### src/rms_pkg.sv
// Shared constants, action codes and controller/datapath interface types
// for the residue mask range sieve. No dependencies.
`timescale 1ns / 1ps
`default_nettype none

package rms_pkg;

    // Field widths fixed by the port definition
    localparam int ACTION_W  = 2;
    localparam int RESIDUE_W = 13;
    localparam int MODULUS_W = 14;
    localparam int QUERY_W   = 12;
    localparam int SURV_W    = 12;
    localparam int HALF_W    = 11;

    // Parameter defaults and register reset value
    localparam int MAX_HALF_RANGE_DEF = 2047;
    localparam int MAX_MODULUS_DEF    = 8192;
    localparam int RANGE_HALF_RESET   = 2047;

    typedef enum logic [ACTION_W-1:0] {
        ACT_START = 2'd0,
        ACT_MASK  = 2'd1,
        ACT_SWEEP = 2'd2,
        ACT_QUERY = 2'd3
    } rms_action_t;

    // Commands from controller to datapath
    typedef struct packed {
        logic latch_half;
        logic fill;
        logic mask_write;
        logic div_init;
        logic div_step;
        logic r_init;
        logic sweep_issue;
        logic query_issue;
        logic finish;
        logic fin_query;
        logic fin_error;
    } rms_cmd_t;

    // Status from datapath to controller
    typedef struct packed {
        logic idx_last;
        logic div_last;
        logic mod_bad;
        logic q_out;
    } rms_status_t;

endpackage

`default_nettype wire

### src/rms_ctrl.sv
// Controller state machine of the residue mask range sieve.
// Depends on rms_pkg for action codes and the command/status types.
`timescale 1ns / 1ps
`default_nettype none

module rms_ctrl (
    input  wire logic                                clk,
    input  wire logic                                rst_n,
    input  wire logic                                start,
    input  wire logic [rms_pkg::ACTION_W-1:0]        action,
    input  wire rms_pkg::rms_status_t                sts,
    output rms_pkg::rms_cmd_t                        cmd,
    output logic                                     busy
);

    typedef enum logic [6:0] {
        S_IDLE  = 7'b0000001,
        S_FILL  = 7'b0000010,
        S_DIV   = 7'b0000100,
        S_RINIT = 7'b0001000,
        S_SWEEP = 7'b0010000,
        S_DRAIN = 7'b0100000,
        S_QWAIT = 7'b1000000
    } state_t;

    state_t state_reg;
    state_t state_next;

    // Hold state; return to idle on reset
    always_ff @(posedge clk or negedge rst_n)
    begin
        if (!rst_n)
        begin
            state_reg <= S_IDLE;
        end
        else
        begin
            state_reg <= state_next;
        end
    end

    // Decode commands and next state
    always_comb
    begin
        cmd        = '0;
        state_next = state_reg;
        unique case (state_reg)
            S_IDLE:
            begin
                if (start)
                begin
                    unique case (rms_pkg::rms_action_t'(action))
                        rms_pkg::ACT_START:
                        begin
                            cmd.latch_half = 1'b1;
                            state_next     = S_FILL;
                        end
                        rms_pkg::ACT_MASK:
                        begin
                            cmd.mask_write = 1'b1;
                            cmd.finish     = 1'b1;
                        end
                        rms_pkg::ACT_SWEEP:
                        begin
                            if (sts.mod_bad)
                            begin
                                cmd.finish = 1'b1;
                            end
                            else
                            begin
                                cmd.div_init = 1'b1;
                                state_next   = S_DIV;
                            end
                        end
                        rms_pkg::ACT_QUERY:
                        begin
                            if (sts.q_out)
                            begin
                                cmd.finish    = 1'b1;
                                cmd.fin_error = 1'b1;
                            end
                            else
                            begin
                                cmd.query_issue = 1'b1;
                                state_next      = S_QWAIT;
                            end
                        end
                    endcase
                end
            end
            S_FILL:
            begin
                cmd.fill = 1'b1;
                if (sts.idx_last)
                begin
                    cmd.finish = 1'b1;
                    state_next = S_IDLE;
                end
            end
            S_DIV:
            begin
                cmd.div_step = 1'b1;
                if (sts.div_last)
                begin
                    state_next = S_RINIT;
                end
            end
            S_RINIT:
            begin
                cmd.r_init = 1'b1;
                state_next = S_SWEEP;
            end
            S_SWEEP:
            begin
                cmd.sweep_issue = 1'b1;
                if (sts.idx_last)
                begin
                    state_next = S_DRAIN;
                end
            end
            S_DRAIN:
            begin
                cmd.finish = 1'b1;
                state_next = S_IDLE;
            end
            S_QWAIT:
            begin
                cmd.finish    = 1'b1;
                cmd.fin_query = 1'b1;
                state_next    = S_IDLE;
            end
            default:
            begin
                state_next = S_IDLE;
            end
        endcase
    end

    assign busy = (state_reg != S_IDLE);

endmodule

`default_nettype wire

### config.mk
export PLATFORM = sky130hd
export DESIGN_NAME = rms_ctrl
export DESIGN_NICKNAME = d
export VERILOG_FILES = /design/src/rms_pkg.sv /design/src/rms_ctrl.sv
export SDC_FILE = /design/constraint.sdc
export NUM_CORES = 1
export LEC_CHECK = 0
export CAP_MARGIN = 20
export CORE_UTILIZATION = 30
export CTS_BUF_LIST = sky130_fd_sc_hd__clkbuf_4
export CTS_CLUSTER_SIZE = 30
export DETAILED_ROUTE_END_ITERATION = 8
export DONT_BUFFER_PORTS = 1
export PLACE_DENSITY = 0.54
export SLEW_MARGIN = 20
export SYNTH_ARGS = -nofsm -noshare
export SYNTH_HDL_FRONTEND = slang
export SYNTH_SLANG_ARGS = --single-unit
### constraint.sdc
create_clock -name clk -period 3.1 [get_ports clk]
set_clock_uncertainty 0.2 [all_clocks]
set_input_delay 0.155 -clock clk [delete_from_list [all_inputs] [get_ports clk]]
set_output_delay 0.155 -clock clk [all_outputs]
set_load 0.02 [all_outputs]
Word level (Yosys, flattened, before mapping)

Cells that the tools add are included.

Eq/ne operators: 18
Muxes and demuxes: 33
Reduce and logical (&&, ||, !) cells: 3

Operator list:

| kind               | count |
|---|---|
| $mux 7             | 6 |
| $pmux 7 s5         | 1 |
| $pmux 7 s3         | 1 |
| $mux 1             | 20 |
| $ne 2x2->1 const B | 4 |
| $eq 7x1->1 const B | 1 |
| $eq 7x2->1 const B | 1 |
| $eq 7x3->1 const B | 1 |
| $eq 7x4->1 const B | 1 |
| $eq 7x5->1 const B | 1 |
| $eq 7x6->1 const B | 1 |
| $eq 7x7->1 const B | 1 |
| $ne 7x1->1 const B | 1 |
| $reduce_and 7->1   | 1 |
| $mux 2             | 3 |
| $ne 3x3->1 const B | 2 |
| $pmux 1 s3         | 2 |
| $eq 2x2->1 const B | 2 |
| $ne 4x1->1 const B | 1 |
| $eq 2x1->1 const B | 1 |
| $logic_not 2->1    | 1 |
| $reduce_or 2->1    | 1 |

Register bits: 7
Input port bits: 9
Word-level logic and storage cells: 55

Longest topological paths before layout

Gate-level depths: netlist (run 1).

Word-level depth: 4
Gate-level depth with buffers: 4
Gate-level depth less buffers: 3

Worst setup path after synthesis (run 1)

OpenSTA, ideal clock, no wires.

Path kind: register -> register
Start: register state_reg[3]
End: register state_reg[4]
Arrival time: 1,777 ps
Required time: 2,834 ps
Setup slack: 1,056 ps
Cell stages (with the launch flop): 4
Buffers on the path: 0
Path through: dfrtp_1 -> or4_4 -> nor3_1 -> a21o_1

Longest elaborated chain between the ends: 3
Elaborated cells on any way between the ends: 14
Classes of those cells: eq/ne (12); mux (1); reduce/logical (1)

RTL lines:

| element                                            | line           | text |
|---|---|---|
| from (decl)                                        | rms_ctrl.sv:26 | `state_t state_reg;` |
| from (signal assigned)                             | rms_ctrl.sv:38 | `state_reg <= state_next;` |
| $eq 7x1->1, or another cell as far along           | rms_ctrl.sv:47 | `unique case (state_reg)` |
| $ne 4x1->1 (no line), or another cell as far along | --             |  |
| $reduce_and 7->1 (no line)                         | --             |  |

Parallel ways exist; a longest one is shown, timed or not.
A chain may end at the register's enable or synchronous reset.

==> out/metrics.yaml, run 1 <==
synth:
  netlist.area_leader.share: 0.299
  synthFlopType: "dfrtp_1"
  synth_edf_count: 0
  synth-xor-area-share: 0.0175
  synthTopCellsByArea: "dfrtp_1 (30%), nor4b_4 (9.5%), nor3_1 (7.0%)"
  synthCells: 52
  synthMuxAreaShare: 0
  synth-compound-area-share: 0.132
  ys_seq_area_frac: 0.352
  yosysTopAreaCell: "dfrtp_1"
  synth_top_family_by_area: "simple AND/OR/NAND/NOR gates"
  synthSimpleGateAreaFrac: 0.466
  synth_nets: 61
  yosysWarnings: 0
  synth_cell_type_count: 28
  async_flop_share: 1.00
  synth.most_common_cell: "nor3_1"
  syn-mean-instance-area_um2: 9.65
  synth_area_um2: 502
  ys_seq_elements: 7
  synthAdderAreaFrac: 0
  synth_commonest_cells: "nor3_1 (7), dfrtp_1 (6), nor2_1 (4), inv_1 (3)"
die:
  die_x_um: 42.9
  std_cell_rows: 14
  start_util: 0.325
  die_h_um: 42.9
  coreArea_um2: 1540
  ios: 21
  dieArea_um2: 1840
global_route:
  grt_max_degree: 10
  grtUsageMet1: 0.189
  grt_use_met3: 0.0383
  grt_pass1_wl_um: 2010
  grt_util_met2: 0.227
  grt_pass1_vias: 438
  grt_usage: 0.153
  grt_antenna_before_repair: 0
  grt.busiest_layer: "met2"
  overflow: 0
clock_network:
  clk_pin_slew_worst_paths_ns: 0.05
  cts_root_buf: "clkbuf_4"
  cts.sinks: 7
  cts_resized: 0
  clock_path_buffers: 2
  post-cts-setup-buffers: 0
  clk_latency_ns: 0.24
  tritoncts: "yes"
  numCtsBuffers: 3
  cts_htree_levels: 1
critical_path:
  start_kind: "flop"
  critPathTopFamily: "simple AND/OR/NAND/NOR gates"
  endpoint_kind: "output port"
  crit_type: "flop to output port"
  worst_ep_arrival_time_ns: 2.14
  path_cells: "nor4_1 > nand4_1 > nor3b_1"
  slowest_delay_ns: 0.64
  critPathSlowestCell: "nor3b_1"
  critical_path_buf_inv_count: 0
  path_max_fanout: 7
  required_ns: 2.74
  r2r_slack_ns: 0.78
routing:
  wl_per_cell_um: 14.6
  route.vias.total: 451
  via_per_inst: 5.78
  drc_errors: 0
  drtAntennaViolNets: 0
  first_pass_iters: 3
  drt_iter0_drc: 9
  wl_um: 1140
layout:
  antenna_cells: 0
  synthToLayoutAreaGrowth_pct: 22.9
  multiInputGateArea_um2: 309
  largest_reg_flops: 7
  fillCellCount: 166
  seq_area_um2: 176
  final_nets: 72
  drive_gt1_frac: 0.194
  stdcell_area_um2: 617
timing:
  setup_viol: 0
  slew_headroom: 0.524
  tightest_slew_ns: 0.709
  fin_crit_ns: 2.49
  rsz0062_at_grt: "false"
  hold_viol_final: 0
  finalSetupTns_ns: 0
  drv_slew: 0
  finalCritPeriodShare: 0.805
  timing.fmax_mhz: 401
power:
  p_leak_uw: 0.000255
  vdd_drop_max_uv: 141
  p_per_area_nw_per_um2: 387
run:
  max_cap_viol_count: 0
place:
  gp_congestion: 0.676
  numPortBuffers: 0
  dp_hpwl_um: 907
  place_area_um2: 517
hold_path:
  min_path_type: "input port to flop"
run_status:
  outcome: "finished, final reports clean"
-- through the flow --
stage,util,hold slack (ns),worst slack [ns],power [uW],cells
CTS,0.400,0.00864,0.595,245,78
detailed placement,0.335,-0.340,0.878,144,67
global route,0.400,0.0129,0.370,259,78
global placement,0.335,-0.340,0.885,144,67
floorplan,-,-0.341,1.06,137,52
finish,0.400,0.0129,0.606,239,78
-- layout make-up --
type | count | area share
Multi-Input combinational cell | 41 | 0.501
Sequential cell | 7 | 0.286
Timing Repair Buffer | 7 | 0.114
Clock buffer | 4 | 0.0487
Tap cell | 16 | 0.0325
Inverter | 3 | 0.0183
-- power by group --
| group | switching, uW | internal (uW) | leakage, uW |
|---|---|---|---|
| clock network | 30.8 | 57.7 | 0.0000184 |
| logic | 28.3 | 19.9 | 0.000143 |
| registers | 6.68 | 95.5 | 0.0000936 |
| total | 65.8 | 173 | 0.000255 |
-- worst paths after layout --
kind / startpoint / end / depth (start not counted)
worst min-delay path: action[0] / state_reg[2]$_DFFE_PN0P_ / 2
min in group asynchronous: rst_n / state_reg[2]$_DFFE_PN0P_ / 1
max in group asynchronous: rst_n / state_reg[0]$_DFFE_PN1P_ / 1
worst min register to register: state_reg[6]$_DFFE_PN0P_ / state_reg[5]$_DFFE_PN0P_ / 1
worst max-delay path: state_reg[4]$_DFFE_PN0P_ / cmd[8] / 3
worst max register to register: state_reg[4]$_DFFE_PN0P_ / state_reg[6]$_DFFE_PN0P_ / 4
-- worst register-to-register path, stage by stage (launching register included) --
cell           delay, ns
dfrtp_1             0.46
nor4_1              0.47
nand4_1             0.33
nor3_1              0.24
dlygate4sd3_1       0.56
-- timing repair --
action / in CTS / in global routing
hold buffers: 7 / 0
endpoints found under the setup margin: 0 / 0
endpoints found under the hold margin: 13 / 0
-- cell usage in the layout, fill, tap and decap left out --
cell type      netlist  layout
a211oi_1             2       2
a21o_1               2       2
a22o_2               1       1
a32o_1               1       1
and2_1               1       1
and3_1               1       1
and3b_1              1       1
and4_1               1       1
clkbuf_4             0       4
dfrtp_1              6       6
dfstp_2              1       1
dlygate4sd3_1        0       7
inv_1                3       3
nand2_1              1       1
nand2b_1             1       1
nand3_1              2       2
nand4_1              1       1
nor2_1               4       4
nor2b_1              1       1
nor3_1               7       7
nor3b_1              2       2
nor4_1               2       2
nor4b_2              1       1
nor4b_4              2       2
o21ai_0              2       2
o22ai_1              1       1
or3b_2               1       1
or4_4                2       2
xnor2_1              1       1
-- metal layers --
layer  share of wire  wire length (um)
met1            0.46               523
met2            0.46               527
met3           0.059                67
met5               0                 0
met4           0.017                19
-- kinds of logic after synthesis --
| kind of cell | Yosys count |
|---|---|
| compound gates | 9 |
| buf+inv | 4 |
| xor+xnor | 1 |
| simple gates | 31 |
| flops | 7 |
(Power assumes the default switching activity.)
==> inputs of run 2 (changes only) <==
clock period = 2.6 ns   (was 3.1 ns; I/O delays follow)
==> run 2 against run 1 <==
Net effect:
- count of clock-buffer cells in the layout unchanged
- final area increased by 10%
- setup slack got worse by 0.51 ns
- first-iteration DRC count decreased by 78%
- via count increased by 4.0%
- hold slack got worse by 0.0085 ns
- clock power increased by 21%
- sequential share of layout area decreased by 2.6 points
==> out/metrics.yaml, run 2 (synthesis results as in run 1) <==
global_route:
  grt_antenna_before_repair: 0
  grt_usage: 0.150
  grt_max_degree: 10
  grt_pass1_wl_um: 1980
  overflow: 0
  grt_pass1_vias: 465
routing:
  via_per_inst: 5.45
  first_pass_iters: 2
  drt_iter0_drc: 2
  route.vias.total: 469
  wl_per_cell_um: 13.7
  drtAntennaViolNets: 0
  drc_errors: 0
  wl_um: 1180
clock_network:
  cts_root_buf: "clkbuf_4"
  cts_resized: 0
  tritoncts: "yes"
  clock_path_buffers: 2
  cts_htree_levels: 1
  clk_pin_slew_worst_paths_ns: 0.05
  clk_latency_ns: 0.25
  numCtsBuffers: 3
  cts.sinks: 7
  post-cts-setup-buffers: 0
layout:
  layout_common_cells: "dlygate4sd3_1 (8), nor3_1 (7), buf_4 (7)"
  layout_commonest_cell: "dlygate4sd3_1"
  fillCellCount: 163
  fin_util: 0.441
  synthToLayoutAreaGrowth_pct: 35.4
  antenna_cells: 0
  drive_gt1_frac: 0.271
  final_nets: 80
  largest_reg_flops: 7
die:
  std_cell_rows: 14
  start_util: 0.325
  die_x_um: 42.9
  coreArea_um2: 1540
  die_h_um: 42.9
  ios: 21
  dieArea_um2: 1840
critical_path:
  slowest_delay_ns: 0.60
  required_ns: 2.59
  critical_path_buf_inv_count: 1
  endpoint_kind: "flop"
  start_kind: "flop"
  critPathSlowestCell: "or4_4"
  worst_ep_arrival_time_ns: 2.49
  crit_type: "flop to flop"
  path_cells: "or4_4 > nor4b_4 > a32o_1 > dlygate4sd3_1"
  critPathTopFamily: "simple AND/OR/NAND/NOR gates"
  path_max_fanout: 7
place:
  gp_congestion: 0.796
  dp_hpwl_um: 865
  numPortBuffers: 0
timing:
  tightest_slew_ns: 0.474
  slew_headroom: 0.683
  rsz0062_at_grt: "false"
  finalSetupTns_ns: 0
  whs_ns: 0.00435
  finalCritPeriodShare: 0.962
  setup_viol: 0
  drv_slew: 0
  timing.fmax_mhz: 400
  fin_crit_ns: 2.50
  hold_viol_final: 0
power:
  internal_power_uw: 210
  power_uw: 291
  p_clk_frac: 0.368
  combPwrFrac: 0.214
  p_sw_frac: 0.279
  vdd_drop_max_uv: 170
  switchingPower_uw: 81.3
  p_per_area_nw_per_um2: 429
  p_leak_uw: 0.000300
  seq_power_share: 0.417
hold_path:
  min_path_type: "input port to asynchronous set/reset pin"
run_status:
  outcome: "finished, final reports clean"
run:
  max_cap_viol_count: 0
## run 2: cell count changes in the layout (fill, tap and decap cells not counted), sizes merged
cell,delta
buf,+7
dlygate4sd3,+1
## run 2: cell type report
cell class,count,area [um2],area share
clock buffer,4,30.0,0.0442
inverter,3,11.3,0.0166
multi-input combinational,41,309,0.455
sequential,7,176,0.260
tap,16,20.0,0.0295
timing repair buffer,15,133,0.195
## run 2: worst paths after layout
kind | startpoint | endpoint | slack [ns] | cells past startpoint
worst max-delay path | state_reg[4]$_DFFE_PN0P_ | state_reg[2]$_DFFE_PN0P_ | 0.1 | 4
worst min-delay path | rst_n | state_reg[2]$_DFFE_PN0P_ | 0.004 | 1
worst max register to register | state_reg[4]$_DFFE_PN0P_ | state_reg[2]$_DFFE_PN0P_ | 0.1 | 4
worst min register to register | state_reg[6]$_DFFE_PN0P_ | state_reg[5]$_DFFE_PN0P_ | 0.46 | 1
max in group asynchronous | rst_n | state_reg[0]$_DFFE_PN1P_ | 1.91 | 1
min in group clk | sts[1] | state_reg[0]$_DFFE_PN1P_ | 0.04 | 3
## run 2: repair_timing
action                                 4_1_cts  5_1_grt
hold buffers                                 8        0
endpoints found under the hold margin       13        0
setup endpoints to repair                    0        0
## run 2: power groups by stage
stage          combinational, uW  clock, uW  sequential (uW)
2_1_floorplan               43.1          0              121
3_3_place_gp                51.4          0              123
3_5_place_dp                51.5          0              123
4_1_cts                     62.6        113              122
5_1_grt                     68.3        122              122
6_report                    62.5        107              122
## run 2: metal layers
| metal | track usage | vias up | routed length (um) |
|---|---|---|---|
| met1 | 0.181 | 206 | 564 |
| met5 | 0 | - | 0 |
| met3 | 0.0383 | 2 | 81 |
| li1 | - | 243 | - |
| met4 | 0.131 | 0 | 20 |
| met2 | 0.215 | 18 | 513 |
## run 2: metrics by stage
| step | std cells | cell area, um2 | setup slack [ns] |
|---|---|---|---|
| 3_3_place_gp | 74 | 569 | 0.605 |
| 3_5_place_dp | 74 | 569 | 0.598 |
| 4_1_cts | 86 | 679 | 0.105 |
| 6_report | 86 | 679 | 0.0988 |
| 5_1_grt | 86 | 679 | 0.0152 |
| 2_1_floorplan | 52 | 502 | 0.556 |
